<file path="src/design/necir_pkg.sv">
// Shared types and constants for the NEC infrared pulse decoder.
`timescale 1ns / 1ps

package necir_pkg;

  localparam int TICK_W        = 16;
  localparam int WORD_W        = 32;
  localparam int CFG_IDX_W     = 2;
  localparam int CODE_BITS_DEF = 32;

  // Request codes on req_type
  localparam logic REQ_EDGE = 1'b0;
  localparam logic REQ_ARM  = 1'b1;

  // Result status codes on frame_status
  localparam logic STATUS_ACCEPT = 1'b0;
  localparam logic STATUS_REJECT = 1'b1;

  // Configuration register indexes
  localparam logic [CFG_IDX_W-1:0] CFG_LEADER_MIN = 2'd0;
  localparam logic [CFG_IDX_W-1:0] CFG_LEADER_MAX = 2'd1;
  localparam logic [CFG_IDX_W-1:0] CFG_ONE_BIT    = 2'd2;

  localparam logic [TICK_W-1:0] LEADER_MIN_RST = 16'd0;
  localparam logic [TICK_W-1:0] LEADER_MAX_RST = 16'hFFFF;
  localparam logic [TICK_W-1:0] ONE_BIT_RST    = 16'd0;

  typedef enum logic [1:0] {
    PH_ARMED  = 2'd0,
    PH_LEADER = 2'd1,
    PH_BITS   = 2'd2,
    PH_OFF    = 2'd3
  } phase_t;

  typedef struct packed {
    logic [TICK_W-1:0] leader_min;
    logic [TICK_W-1:0] leader_max;
    logic [TICK_W-1:0] one_bit;
  } cfg_t;

  typedef struct packed {
    logic              valid;
    logic              status;
    logic [WORD_W-1:0] word;
  } result_t;

endpackage

</file>
<file path="src/design/necir_core.sv">
// Frame state machine and bit accumulator of the NEC infrared pulse decoder.
`timescale 1ns / 1ps

module necir_core #(
  parameter int CODE_BITS = necir_pkg::CODE_BITS_DEF
) (
  input  logic                            clk,
  input  logic                            rst,
  input  logic                            step,
  input  logic                            req_type,
  input  logic [necir_pkg::TICK_W-1:0]    interval_ticks,
  input  necir_pkg::cfg_t                 cfg,
  output necir_pkg::result_t              res
);
  import necir_pkg::*;

  localparam int CNT_W = $clog2(CODE_BITS + 1);
  localparam logic [CNT_W:0] LAST_COUNT = (CNT_W + 1)'(CODE_BITS);

  phase_t             phase;
  phase_t             phase_next;
  logic [CNT_W-1:0]   bit_count;
  logic [CNT_W-1:0]   bit_count_next;
  logic [WORD_W-1:0]  shift_word;
  logic [WORD_W-1:0]  shift_word_next;

  logic [CNT_W:0]     count_inc;
  logic               leader_ok;
  logic               bit_one;
  logic               frame_done;
  logic [WORD_W-1:0]  bit_mask;

  assign count_inc  = {1'b0, bit_count} + (CNT_W + 1)'(1);
  assign leader_ok  = (interval_ticks > cfg.leader_min) && (interval_ticks < cfg.leader_max);
  assign bit_one    = interval_ticks > cfg.one_bit;
  assign frame_done = count_inc >= LAST_COUNT;

  // One-hot position of the current bit; counts past the word store nothing
  always_comb begin
    for (int i = 0; i < WORD_W; i++) begin
      bit_mask[i] = (int'(bit_count) == i);
    end
  end

  // Next phase
  always_comb begin
    phase_next = phase;
    if (step) begin
      if (req_type == REQ_ARM) begin
        phase_next = PH_ARMED;
      end else begin
        case (phase)
          PH_ARMED:  phase_next = PH_LEADER;
          PH_LEADER: phase_next = leader_ok ? PH_BITS : PH_OFF;
          PH_BITS:   phase_next = frame_done ? PH_OFF : PH_BITS;
          PH_OFF:    phase_next = PH_OFF;
          default:   phase_next = PH_OFF;
        endcase
      end
    end
  end

  // Datapath and result
  always_comb begin
    bit_count_next  = bit_count;
    shift_word_next = shift_word;
    res             = '0;
    res.status      = STATUS_ACCEPT;
    if (step) begin
      if (req_type == REQ_ARM) begin
        bit_count_next = '0;
      end else begin
        case (phase)
          PH_ARMED: begin
            shift_word_next = '0;
            bit_count_next  = '0;
          end
          PH_LEADER: begin
            if (!leader_ok) begin
              bit_count_next = '0;
              res.valid      = 1'b1;
              res.status     = STATUS_REJECT;
              res.word       = '0;
            end
          end
          PH_BITS: begin
            if (bit_one) begin
              shift_word_next = shift_word | bit_mask;
            end
            if (frame_done) begin
              bit_count_next = '0;
              res.valid      = 1'b1;
              res.status     = STATUS_ACCEPT;
              res.word       = bit_one ? (shift_word | bit_mask) : shift_word;
            end else begin
              bit_count_next = count_inc[CNT_W-1:0];
            end
          end
          PH_OFF: begin
            bit_count_next = bit_count;
          end
          default: begin
            bit_count_next = bit_count;
          end
        endcase
      end
    end
  end

  always_ff @(posedge clk) begin
    if (rst) begin
      phase      <= PH_ARMED;
      bit_count  <= '0;
      shift_word <= '0;
    end else begin
      phase      <= phase_next;
      bit_count  <= bit_count_next;
      shift_word <= shift_word_next;
    end
  end

endmodule

</file>
<file path="src/design/nec_ir_pulse_decoder_top.sv">
// Top level of the NEC infrared pulse decoder: handshakes, settings, result register.
`timescale 1ns / 1ps

// Usage:
//   Input channel (in_valid/in_ready): one item per edge event or arm request.
//     req_type = 0 is an edge carrying interval_ticks since the previous edge;
//     req_type = 1 arms the receiver for a new frame.
//   Output channel (out_valid/out_ready): one item per finished frame, with
//     frame_status (0 accepted, 1 leader rejected) and code_word (bit 0 first).
//   Config channel (cfg_valid/cfg_ready): cfg_index 0 leader_min_ticks,
//     1 leader_max_ticks, 2 one_bit_ticks; other indexes are dropped.
//     cfg_ready is always high; write only while the decoder is idle.
// Timing:
//   Each input item is decoded in the cycle it is accepted; a result appears
//   on the output register in the next cycle. One item per cycle is sustained,
//   bounded only by the single output register.
//   While a result waits unclaimed, in_ready follows out_ready, so input
//   stalls only in the cycles the receiver stalls.
// Reset:
//   rst (synchronous) arms the receiver, clears the bit count and the code
//   accumulator, empties the output register and loads the default settings.

module nec_ir_pulse_decoder_top #(
  parameter int CODE_BITS = necir_pkg::CODE_BITS_DEF
) (
  input  logic                              clk,
  input  logic                              rst,
  input  logic                              in_valid,
  output logic                              in_ready,
  input  logic                              req_type,
  input  logic [necir_pkg::TICK_W-1:0]      interval_ticks,
  output logic                              out_valid,
  input  logic                              out_ready,
  output logic                              frame_status,
  output logic [necir_pkg::WORD_W-1:0]      code_word,
  input  logic                              cfg_valid,
  output logic                              cfg_ready,
  input  logic [necir_pkg::CFG_IDX_W-1:0]   cfg_index,
  input  logic [necir_pkg::TICK_W-1:0]      cfg_data
);
  import necir_pkg::*;

  cfg_t    cfg;
  result_t res;
  logic    in_fire;

  // Accept a new item whenever the output register is empty or being drained
  assign in_ready  = !out_valid || out_ready;
  assign in_fire   = in_valid && in_ready;
  assign cfg_ready = 1'b1;

  // Settings registers; writes to unknown indexes are dropped
  always_ff @(posedge clk) begin
    if (rst) begin
      cfg.leader_min <= LEADER_MIN_RST;
      cfg.leader_max <= LEADER_MAX_RST;
      cfg.one_bit    <= ONE_BIT_RST;
    end else if (cfg_valid) begin
      case (cfg_index)
        CFG_LEADER_MIN: cfg.leader_min <= cfg_data;
        CFG_LEADER_MAX: cfg.leader_max <= cfg_data;
        CFG_ONE_BIT:    cfg.one_bit    <= cfg_data;
        default:        cfg.one_bit    <= cfg.one_bit;
      endcase
    end
  end

  necir_core #(
    .CODE_BITS (CODE_BITS)
  ) u_core (
    .clk            (clk),
    .rst            (rst),
    .step           (in_fire),
    .req_type       (req_type),
    .interval_ticks (interval_ticks),
    .cfg            (cfg),
    .res            (res)
  );

  // Output register: load a fresh result, otherwise drop it once taken
  always_ff @(posedge clk) begin
    if (rst) begin
      out_valid <= 1'b0;
    end else if (res.valid) begin
      out_valid <= 1'b1;
    end else if (out_ready) begin
      out_valid <= 1'b0;
    end
  end

  // Payload holds while the receiver stalls
  always_ff @(posedge clk) begin
    if (res.valid) begin
      frame_status <= res.status;
      code_word    <= res.word;
    end
  end

endmodule
</file>
<file path="config.mk">
export PLATFORM = sky130hd
export DESIGN_NAME = nec_ir_pulse_decoder_top
export DESIGN_NICKNAME = d
export VERILOG_FILES = /design/src/design/necir_pkg.sv /design/src/design/necir_core.sv /design/src/design/nec_ir_pulse_decoder_top.sv
export SDC_FILE = /design/constraint.sdc
export NUM_CORES = 1
export LEC_CHECK = 0
export BUFFER_PORTS_ARGS = -buffer_cell sky130_fd_sc_hd__buf_2
export CAP_MARGIN = 25
export CORE_MARGIN = 3
export CORE_UTILIZATION = 45
export DETAILED_ROUTE_END_ITERATION = 10
export GPL_TIMING_DRIVEN = 0
export PLACE_DENSITY = 0.69
export SETUP_SLACK_MARGIN = 0.05
export SYNTH_ARGS = -nofsm -noshare
export SYNTH_HDL_FRONTEND = slang
export SYNTH_SLANG_ARGS = --single-unit
export TNS_END_PERCENT = 10
</file>
<file path="constraint.sdc">
create_clock -name clk -period 4.8 [get_ports clk]
set_input_delay 0.96 -clock clk [delete_from_list [all_inputs] [get_ports clk]]
set_output_delay 0.96 -clock clk [all_outputs]
set_load 0.03 [all_outputs]
</file>
==> results.ini, run 1 <==
[grt]
grt_pass1_vias=4849
grt-ovfl-total=0
grtUsageMet3_pct=5.192
grt_max_degree=34
grt_busiest_layer=met2
use_met2_pct=34.82
grt_use_met1_pct=22.38
grt_usage_pct=19.68
grt_pass1_wl_mm=22.41
antenna_found_initial=0

[clock_tree]
cts-root-buf=clkbuf_16
numCtsBuffers=17
postCtsHoldBufs=0
cts.path.max_buffers=2
cts_tree=yes
cts_sinks=122
postCtsSetupBuffers=0
cts_resized=0
clk_pin_slew_ns=0.06
insertion_delay_ns=0.42
htree_levels=4

[sta]
worst_pin_slew_ns=0.8372
post-route-min-period_ns=3.269
slew_headroom_pct=44.06
holdWs_ns=0.4474
drv_slew=0
hold_viol=0
setup_violations=0
skew_ns=0.009004
period_share_pct=68.11
fmax_ghz=0.3059
rsz0062_at_grt=false

[place]
portBuffers=73
gp_congestion=0.8929
post_dp_cell_area_sq_mm=0.006514
dp_hpwl_mm=10.39

[synthesis]
synth_edf_count=33
synth_top_area_share_pct=30.19
async_flop_share_pct=0
ys.flop_type=dfxtp_1
yosys_warnings=0
ys_seq_area_share_pct=46.98
synth_cell_types=58
synth-seq-cells=122
synth.area.top_cells=dfxtp_1, edfxtp_1, ha_1
avgSynthCellArea_sq_um=9.398
syn_inst=628
yosysTopAreaCell=dfxtp_1
synth_fp_nets=724
synth_area_sq_mm=0.005902

[setup_path]
slowest_delay_ns=0.57
critical_path_arrival_ns=3.38
regToRegEndpoint=code_word[19]$_SDFFCE_PP0P_
rrSetupSlack_ns=1.86
crit_chain=buf_2 -> ha_1 -> nand2_1 -> o21ai_0 -> a21oi_1 -> nor4_1 -> nor3_1 -> nand3b_1 -> a21boi_4 -> buf_12
crit_path_max_fanout=33
path_delay_family=simple AND/OR/NAND/NOR gates
cp-end-kind=register
cp-start-kind=input port
worstSetupPathType=in2reg
crit_buf_inv=2
reg2reg_from=cfg[18]$_SDFFE_PP1P_
cpMaxStageDelayCell=nor4_1
required_ns=4.91
rr_worst_depth=10

[power]
power.total_mw=2.510
p_leak_nw=2.824
power_density_mw_per_mm2=354.1
vdd_drop_max_uv=175.0

[floorplan]
design.portCount=76
core_sq_mm=0.01272
rows=41
dieArea_sq_mm=0.01453
start_util_pct=46.39
die_y_um=120.5
die_w_um=120.5

[detailed_routing]
num_vias=4841
drcViolationCount=0
drt-initial-drc-count=279
wl_mm=13.58
post_drt_wl_per_cell_um=14.98
dr.pass1.iters=6
drtAntennaViolNets=0
vias_per_cell=5.343

[min_path]
holdPathStages=2
hp-start=u_core.shift_word[8]$_SDFFE_PP0P_
whs_endpoint=u_core.shift_word[8]$_SDFFE_PP0P_
hold_class=reg2reg

[finish]
stdcell_area_sq_mm=0.007087
n_antenna_cell=0
fin_nets=817
final_util_pct=55.70
syn_to_final_growth_pct=20.08
drive_gt1_share_pct=17.17

[flow_run]
maxCapViolations=0

[status]
status=complete, no violations

==> kinds of logic after synthesis <==
group           after synthesis  share of synthesized area, %
compound gates              137                         16.64
mux                           2                        0.4028
flops                       122                         46.98
buf+inv                      92                         6.296
simple gates                218                         17.74
fa+ha+maj                    56                         11.87
other cells                   1                       0.06354
==> tightest hold or removal path, stage by stage, from the launching register on <==
cell and delay, ns:
dfxtp_1 0.32, nand2_1 0.04, o21ai_0 0.05
==> where the power goes <==
part           internal [mW]  leakage (nW)  switching [mW]
combinational         0.0762          1.60           0.128
clock                  0.772         0.269           0.456
sequential              1.07         0.950         0.00762
==> layout make-up <==
class,instances,area [sq um]
inverter,59,221.5
tap,172,215.2
fill,1161,5635
multi-input combinational,414,2769
timing repair buffer,74,385.4
buffer,33,150.1
clock inverter,12,126.4
sequential,122,2773
clock buffer,20,446.7
==> cell usage after synthesis (2+ instances only) <==
cell      count
a211o_1      15
a211oi_2      2
a21o_1        5
a21oi_1      49
a31oi_1       3
a32o_1       15
a41oi_1       4
and3_1       32
and3b_1       2
buf_2         2
buf_4         2
buf_6         2
clkbuf_1     26
dfxtp_1      89
edfxtp_1     33
ha_1         56
inv_1        59
nand2_1     109
nand2b_1      2
nand3_1       6
nand3b_1      3
nand4_1       9
nor2_1       32
nor2b_1       6
nor3_1        5
nor4_1        2
o211ai_1      3
o21a_1        2
o21ai_0      22
o22ai_1       2
o311ai_4      2
==> how the worst max path moves through the flow <==
stage | startpoint | end | slack (ns) | cells after the start
finish | interval_ticks[2] | code_word[19]$_SDFFCE_PP0P_ | 1.53 | 10
global placement | interval_ticks[2] | code_word[22]$_SDFFCE_PP0P_ | -0.55 | 9
detailed placement | interval_ticks[2] | code_word[20]$_SDFFCE_PP0P_ | 1.16 | 10
floorplan | interval_ticks[14] | code_word[0]$_SDFFCE_PP0P_ | 0.45 | 8
CTS | interval_ticks[2] | code_word[19]$_SDFFCE_PP0P_ | 1.57 | 10
global route | interval_ticks[2] | code_word[23]$_SDFFCE_PP0P_ | 1.39 | 10
==> layout by cell type, fill, tap and decap left out, drive strengths merged, types with 3 or more instances in the layout <==
cell,count
a21o,5
a41oi,4
and3,32
edfxtp,33
ha,56
inv,59
o22ai,3
a211o,15
a21oi,50
nor3,5
o21ai,22
nor2b,6
nand3b,3
nand2,109
a211oi,3
clkbuf,47
buf,80
a31oi,3
nor4,3
dfxtp,89
nand3,6
clkinvlp,4
a32o,15
o211ai,3
nor2,32
clkinv,6
nand4,10
==> sequential cells by signal, indices dropped and copies added (netlist names) <==
| signal | cells |
|---|---|
| u_core.bit_count | 6 |
| frame_status | 1 |
| cfg | 48 |
| u_core.phase | 2 |
| out_valid | 1 |
| code_word | 32 |
| u_core.shift_word | 32 |
==> through the flow <==
step / setup TNS, ns / setup slack, ns / instances
floorplan: 0 / 0.4520 / 628
global placement: -18.03 / -0.5478 / 873
detailed placement: 0 / 1.159 / 874
CTS: 0 / 1.571 / 906
global route: 0 / 1.386 / 906
finish: 0 / 1.531 / 906
==> metal layers <==
| layer | up-vias | share of wire, % |
|---|---|---|
| li1 | 2402 | - |
| met1 | 2266 | 41 |
| met2 | 145 | 50 |
| met3 | 28 | 6.3 |
| met4 | 0 | 2.2 |
| met5 | - | 0 |
No activity file was read; power rests on OpenSTA's default activity.
==> run 2: changes to the inputs <==
--- a/config.mk
+++ b/config.mk
@@ -11,7 +11,7 @@
 export CORE_UTILIZATION = 45
 export DETAILED_ROUTE_END_ITERATION = 10
 export GPL_TIMING_DRIVEN = 0
-export PLACE_DENSITY = 0.69
+export PLACE_DENSITY = 0.67
 export SETUP_SLACK_MARGIN = 0.05
 export SYNTH_ARGS = -nofsm -noshare
 export SYNTH_HDL_FRONTEND = slang
==> constraint.sdc (replaced) <==
create_clock -name clk -period 3.05 [get_ports clk]
set_input_delay 0.61 -clock clk [delete_from_list [all_inputs] [get_ports clk]]
set_output_delay 0.61 -clock clk [all_outputs]
set_load 0.03 [all_outputs]
==> results.ini, run 2 (synthesized netlist as in run 1, its figures left out) <==
[status]
status=complete, no violations

[sta]
post-route-min-period_ns=2.816
drv_slew=0  ; unchanged
worst_pin_slew_ns=0.8440  ; +0.006746 ns
rsz0062_at_grt=false
fmax_ghz=0.3552
finalWorstSetupSlack_ns=0.2345  ; -1.296 ns
setup_violations=0  ; unchanged
hold_viol=0  ; unchanged
period_share_pct=92.31
slew_headroom_pct=43.61  ; -0.45 points
skew_ns=0.007438  ; -0.001567 ns

[clock_tree]
cts.path.max_buffers=2  ; unchanged
cts-root-buf=clkbuf_16
insertion_delay_ns=0.42  ; about the same
cts_tree=yes
clk_pin_slew_ns=0.06  ; about the same
cts_sinks=122  ; unchanged
numCtsBuffers=17  ; unchanged
htree_levels=4  ; unchanged

[setup_path]
required_ns=3.10  ; -1.81 ns
critical_path_arrival_ns=2.87  ; -0.51 ns
rrSetupSlack_ns=0.23  ; -1.63 ns
regToRegEndpoint=frame_status$_SDFFCE_PP0P_
crit_path_max_fanout=16  ; -52%
reg2reg_from=cfg[44]$_SDFFE_PP0P_
worstSetupPathType=reg2reg
cp-end-kind=register
cp-start-kind=register
rr_worst_depth=9  ; -1

[power]
p_int_mw=3.003  ; +57%
combPwrFrac_pct=8.7  ; +0.6 points
pwr-share-clk_pct=48.3  ; -0.6 points
power_density_mw_per_mm2=548.5  ; +55%
p_seq_share_pct=43.0  ; about the same
power_switching_mw=0.9397  ; +59%
p_leak_nw=2.836  ; +0.43%
vdd_drop_max_uv=310.9  ; +78%
switching_share_pct=23.84  ; +0.28 points

[detailed_routing]
num_vias=4867  ; +0.54%
wl_met2_mm=7.074  ; +4.2%
dr_wl_met3_um=673  ; -22%
m1WireLength_mm=5.827  ; +3.5%
dr.pass1.iters=4  ; -2
drtAntennaViolNets=0  ; unchanged
highest_layer=met4
vias_per_cell=5.366  ; +0.43%
wl_mm=13.81  ; +1.8%
post_drt_wl_per_cell_um=15.23  ; +1.6%
drt-initial-drc-count=196  ; -30%
drcViolationCount=0  ; unchanged

[place]
portBuffers=73  ; unchanged
placedCellCount=873  ; -0.11%
gp_congestion=0.8768  ; -1.8%
dp_slack_ns=-0.6924  ; -1.851 ns
dp_hpwl_mm=10.33  ; -0.55%

[finish]
n_antenna_cell=0  ; unchanged
multi_input_area_sq_mm=0.002882  ; +4.1%
top_regs=cfg x48, code_word x32, u_core.shift_word x32
fin_nets=818  ; +0.12%
fin_cells=907  ; +0.11%
final_common_cell=nand2_1
ff_latch_area_sq_mm=0.002773  ; unchanged
largest_register=cfg
nFillCells=1155  ; -0.52%
syn_to_final_growth_pct=21.79
largest_reg_flops=48  ; unchanged
drive_gt1_share_pct=18.10  ; +0.93 points
most-common-layout-cells=nand2_1, dfxtp_1, buf_2

[floorplan]
design.portCount=76  ; unchanged
start_util_pct=46.39  ; unchanged
die_w_um=120.5  ; unchanged
dieArea_sq_mm=0.01453  ; unchanged
die_y_um=120.5  ; unchanged
rows=41  ; unchanged
core_sq_mm=0.01272  ; unchanged

[grt]
grt_pass1_vias=4682  ; -3.4%
grt_usage_pct=19.66  ; -0.021 points
antenna_found_initial=0  ; unchanged
grt_pass1_wl_mm=22.26  ; -0.68%
grt-ovfl-total=0  ; unchanged
grt_max_degree=18  ; -47%

[min_path]
whs_endpoint=cfg[26]$_SDFFE_PP1P_
hp-start=cfg_data[10]
hold_class=in2reg
holdPathStages=2  ; unchanged

[flow_run]
maxCapViolations=0  ; unchanged

-- run 2: layer usage --
metal  up-vias  GRT usage [%]
li1       2403              -
met1      2313          23.50
met2       136          34.33
met3        15          4.256
met4         0          7.932
met5         -              0
-- run 2: timing repair --
action | CTS | global route
resized for setup | 2 | 4
hold endpoints to repair | 0 | 0
hold buffers | 0 | 0
buffers inserted | 0 | 1
pin swaps | 1 | 5
gates cloned | 1 | 0
setup endpoints to repair | 33 | 33
-- run 2: power by group through the flow --
| stage | registers [mW] | logic, mW | clock network, mW |
|---|---|---|---|
| after global routing | 1.70 | 0.382 | 2.00 |
| after global placement | 1.73 | 0.314 | 0 |
| after floorplan | 1.73 | 0.206 | 0 |
| after detailed placement | 1.73 | 0.328 | 0 |
| final | 1.70 | 0.343 | 1.90 |
| after CTS | 1.70 | 0.336 | 1.92 |
-- run 2: final cells by class --
class | count | share of cell area [%]
inverter | 59 | 3.081
tap | 172 | 2.994
buffer | 33 | 2.089
sequential | 122 | 38.57
clock inverter | 13 | 1.793
timing repair buffer | 74 | 5.361
multi-input combinational | 415 | 40.09
clock buffer | 19 | 6.023
-- run 2: worst max path at each step --
stage,slack (ns),cells after the start,end,startpoint
final,0.23,9,frame_status$_SDFFCE_PP0P_,cfg[44]$_SDFFE_PP0P_
after global routing,0.06,9,code_word[12]$_SDFFCE_PP0P_,cfg[37]$_SDFFE_PP0P_
after CTS,0.09,9,code_word[26]$_SDFFCE_PP0P_,cfg[37]$_SDFFE_PP0P_
after detailed placement,-0.69,9,code_word[20]$_SDFFCE_PP0P_,interval_ticks[7]
after global placement,-0.65,9,code_word[22]$_SDFFCE_PP0P_,interval_ticks[2]
after floorplan,0.05,8,code_word[0]$_SDFFCE_PP0P_,interval_ticks[13]
-- run 2: critical path, stage by stage, from the launching register on --
cell      delay [ns]
dfxtp_1         0.33
inv_1           0.05
ha_1            0.27
nand4_1         0.16
nor2_1          0.06
a221o_1         0.35
a211oi_4        0.23
nor3_2          0.08
nand3b_1        0.37
a21boi_4        0.54
-- run 2: metrics by stage --
stage / power (mW) / TNS [ns] / hold WS [ns] / utilization, % / cell area, sq um
6_report: 3.942 / 0 / 0.4237 / 56.50 / 7188
5_1_grt: 4.080 / 0 / 0.4339 / 56.50 / 7188
4_1_cts: 3.949 / 0 / 0.4138 / 56.19 / 7148
3_5_place_dp: 2.059 / -22.77 / 0.4323 / 51.57 / 6561
3_3_place_gp: 2.044 / -21.22 / 0.4283 / 51.57 / 6561
2_1_floorplan: 1.939 / 0 / 0.4114 / - / 5981
==> run 3: changes to the inputs <==
--- a/config.mk
+++ b/config.mk
@@ -11,9 +11,11 @@
 export CORE_UTILIZATION = 45
 export DETAILED_ROUTE_END_ITERATION = 10
 export GPL_TIMING_DRIVEN = 0
-export PLACE_DENSITY = 0.67
+export PLACE_DENSITY = 0.66
 export SETUP_SLACK_MARGIN = 0.05
+export SKIP_CTS_REPAIR_TIMING = 1
 export SYNTH_ARGS = -nofsm -noshare
 export SYNTH_HDL_FRONTEND = slang
+export SYNTH_HIERARCHICAL = 1
 export SYNTH_SLANG_ARGS = --single-unit
 export TNS_END_PERCENT = 10
==> results.ini, run 3 <==
[status]
status=complete, no violations

[clock_tree]
cts_tree=yes
cts.path.max_buffers=2  ; unchanged
cts-root-buf=clkbuf_16
insertion_delay_ns=0.42  ; about the same
clk_pin_slew_ns=0.06  ; about the same
numCtsBuffers=17  ; unchanged
cts_sinks=122  ; unchanged
htree_levels=4  ; unchanged

[power]
power_switching_mw=0.9537  ; +1.5%
pwr-share-clk_pct=49.3  ; +1.0 points
p_seq_share_pct=42.7  ; -0.3 points
switching_share_pct=24.02  ; +0.19 points
p_int_mw=3.016  ; +0.45%
p_leak_nw=3.031  ; +6.9%
vdd_drop_max_uv=388.6  ; +25%
power.total_mw=3.970  ; +0.69%
combPwrFrac_pct=8.0  ; -0.7 points
power_density_mw_per_mm2=541.0  ; -1.4%

[floorplan]
core_sq_mm=0.01298  ; +2.0%
die_w_um=122.6  ; +1.7%
die_y_um=122.6  ; +1.7%
start_util_pct=47.15  ; +0.76 points
dieArea_sq_mm=0.01503  ; +3.5%
rows=41  ; unchanged
design.portCount=76  ; unchanged

[detailed_routing]
drcViolationCount=0  ; unchanged
post_drt_wl_per_cell_um=15.39  ; +1.1%
wl_mm=14.16  ; +2.5%
vias_per_cell=5.177  ; -3.5%
dr.pass1.iters=5  ; +1
drt-initial-drc-count=335  ; +71%
num_vias=4763  ; -2.1%
drtAntennaViolNets=0  ; unchanged

[sta]
post-route-min-period_ns=2.798  ; -0.01800 ns
fmax_ghz=0.3575  ; +0.64%
setup_violations=0  ; unchanged
worst_pin_slew_ns=0.7319  ; -0.1121 ns
period_share_pct=91.72  ; -0.59 points
setup-tns-final_ns=0  ; unchanged
holdWs_ns=0.4463  ; +0.02258 ns
slew_headroom_pct=50.99  ; +7.4 points
drv_slew=0  ; unchanged
rsz0062_at_grt=false
skew_ns=0.008371  ; +0.0009330 ns
hold_viol=0  ; unchanged

[synthesis]
synth.area.top_cells=dfxtp_1, edfxtp_1, ha_1
synthMuxAreaShare_pct=8.097  ; +7.7 points
async_flop_share_pct=0  ; unchanged
ys_seq_area_share_pct=45.31  ; -1.7 points
synth-seq-cells=122  ; unchanged
synth_fa_ha_area_share_pct=11.45  ; -0.42 points
yosysMostFrequentCell=dfxtp_1
synth_fp_nets=735  ; +1.5%
synth_area_sq_mm=0.006120  ; +3.7%
yosys_warnings=6  ; +6
synth_edf_count=33  ; unchanged
synthSimpleGateAreaFrac_pct=20.38  ; +2.6 points
synth_top_area_share_pct=29.11  ; -1.1 points
synth_xor_area_share_pct=0  ; unchanged
synth_top_cells_by_count=dfxtp_1, nand2_1, ha_1, inv_1, nand2b_1
yosysTopAreaCell=dfxtp_1
synth_compound_area_share_pct=9.017  ; -7.6 points
synth_top_family_by_area=simple AND/OR/NAND/NOR gates
syn_inst=639  ; +1.8%
ys.flop_type=dfxtp_1
synth_cell_types=52  ; -10%
avgSynthCellArea_sq_um=9.577  ; +1.9%

[finish]
syn_to_final_growth_pct=19.91
n_antenna_cell=0  ; unchanged
largest_register=cfg
nFillCells=1154  ; -0.087%
final_common_cell=dfxtp_1
fin_cells=920  ; +1.4%
most-common-layout-cells=dfxtp_1, buf_2, nand2_1
drive_gt1_share_pct=16.84  ; -1.3 points
top_regs=cfg x48, code_word x32, u_core/shift_word x32
fin_nets=831  ; +1.6%
largest_reg_flops=48  ; unchanged
stdcell_area_sq_mm=0.007338  ; +2.1%

[setup_path]
reg2reg_from=cfg[18]$_SDFFE_PP1P_
cp.depth=10  ; +1
cp-start-kind=register
worstSetupPathType=reg2reg
slowest_delay_ns=0.41  ; -0.13 ns
path_delay_family=compound AO/OA/AOI/OAI gates
crit_buf_inv=2  ; +1
regToRegEndpoint=code_word[2]$_DFFE_PP_
rr_worst_depth=10  ; +1
rrSetupSlack_ns=0.25  ; +0.02 ns
critical_path_arrival_ns=2.97  ; +0.10 ns
crit_path_max_fanout=16  ; unchanged
required_ns=3.23  ; +0.13 ns
crit_chain=inv_1 -> ha_1 -> a211o_1 -> a31oi_1 -> o221ai_1 -> a21oi_1 -> nand2_1 -> a31oi_2 -> nor2b_4 -> buf_12
cpMaxStageDelayCell=a31oi_2
cp-end-kind=register

[min_path]
hold_class=reg2reg
hp-start=u_core/shift_word[15]$_SDFFE_PP0P_
holdPathStages=2  ; unchanged
whs_endpoint=u_core/shift_word[15]$_SDFFE_PP0P_

[place]
post_dp_cell_area_sq_mm=0.006713  ; +2.3%
placedCellCount=885  ; +1.4%
gp_congestion=0.8583  ; -2.1%
dp_hpwl_mm=10.38  ; +0.51%
portBuffers=74  ; +1.4%

[grt]
grt_max_degree=35  ; +17
grt_usage_pct=20.14  ; +0.48 points
grt_pass1_wl_mm=23.37  ; +5.0%
antenna_found_initial=0  ; unchanged
grt-ovfl-total=0  ; unchanged
grt_pass1_vias=4704  ; +0.47%

[flow_run]
maxCapViolations=0  ; unchanged

run 3: cell types whose count changed after synthesis, sizes merged, moves of 4 or more:
cell,change
a211o,-13
a21oi,-29
a32o,-12
clkbuf,-6
mux2i,+46
nand2,-43
nand2b,+52
nand3,+4
nor2,+7
o21ai,+17
run 3: cells by family (layout without fill, tap and decap cells):
group	Yosys count	count (layout)
AND/OR/NAND/NOR	237	238
flip-flops	122	122
AO/OA/AOI/OAI	90	90
buffers and inverters	84	192
adder cells (fa/ha/maj)	56	56
multiplexers	49	49
other	1	1
run 3: layout make-up:
| class | count | area (sq um) | share of cell area [%] |
|---|---|---|---|
| multi-input cells | 434 | 3027 | 41.24 |
| flip-flops and latches | 122 | 2773 | 37.78 |
| clock buffers | 19 | 432.9 | 5.899 |
| repair buffers | 76 | 397.9 | 5.422 |
| well taps | 172 | 215.2 | 2.933 |
| inverters | 56 | 210.2 | 2.864 |
| clock inverters | 13 | 145.1 | 1.978 |
| plain buffers | 28 | 137.6 | 1.876 |
run 3: worst min-delay path, stage by stage, from the launching register on:
cell and delay, ns:
dfxtp_1 0.32, nand2_1 0.04, o21ai_0 0.05
run 3: power by group through the flow:
stage          clock network (mW)  registers [mW]  logic, mW
2_1_floorplan                   0            1.73      0.202
3_3_place_gp                    0            1.73      0.302
3_5_place_dp                    0            1.73      0.311
4_1_cts                      1.99            1.69      0.314
5_1_grt                      2.07            1.70      0.357
6_report                     1.96            1.69      0.318
run 3: worst max path at each step:
stage | startpoint | endpoint | slack (ns)
6_report | cfg[18]$_SDFFE_PP1P_ | code_word[2]$_DFFE_PP_ | 0.25
5_1_grt | out_valid$_SDFFE_PP0P_ | code_word[14]$_DFFE_PP_ | 0.05
4_1_cts | cfg[37]$_SDFFE_PP0P_ | code_word[2]$_DFFE_PP_ | 0.03
3_5_place_dp | out_ready | code_word[2]$_DFFE_PP_ | -0.36
3_3_place_gp | interval_ticks[5] | code_word[11]$_DFFE_PP_ | -0.30
2_1_floorplan | out_ready | code_word[0]$_DFFE_PP_ | 0.06
run 3: per-stage QoR:
stage	setup WS, ns	util [%]
CTS	0.02870	56.17
finish	0.2525	56.54
floorplan	0.06020	-
detailed placement	-0.3596	51.72
global placement	-0.3011	51.72
global route	0.04976	56.54
run 3: routing by layer:
layer / vias to the layer above / wire length [um] / global-route usage, %
met5: - / 0 / 0
met4: 0 / 284 / 7.278
met3: 23 / 664 / 4.977
met2: 130 / 6353 / 30.78
met1: 2214 / 6859 / 27.76
li1: 2396 / - / -
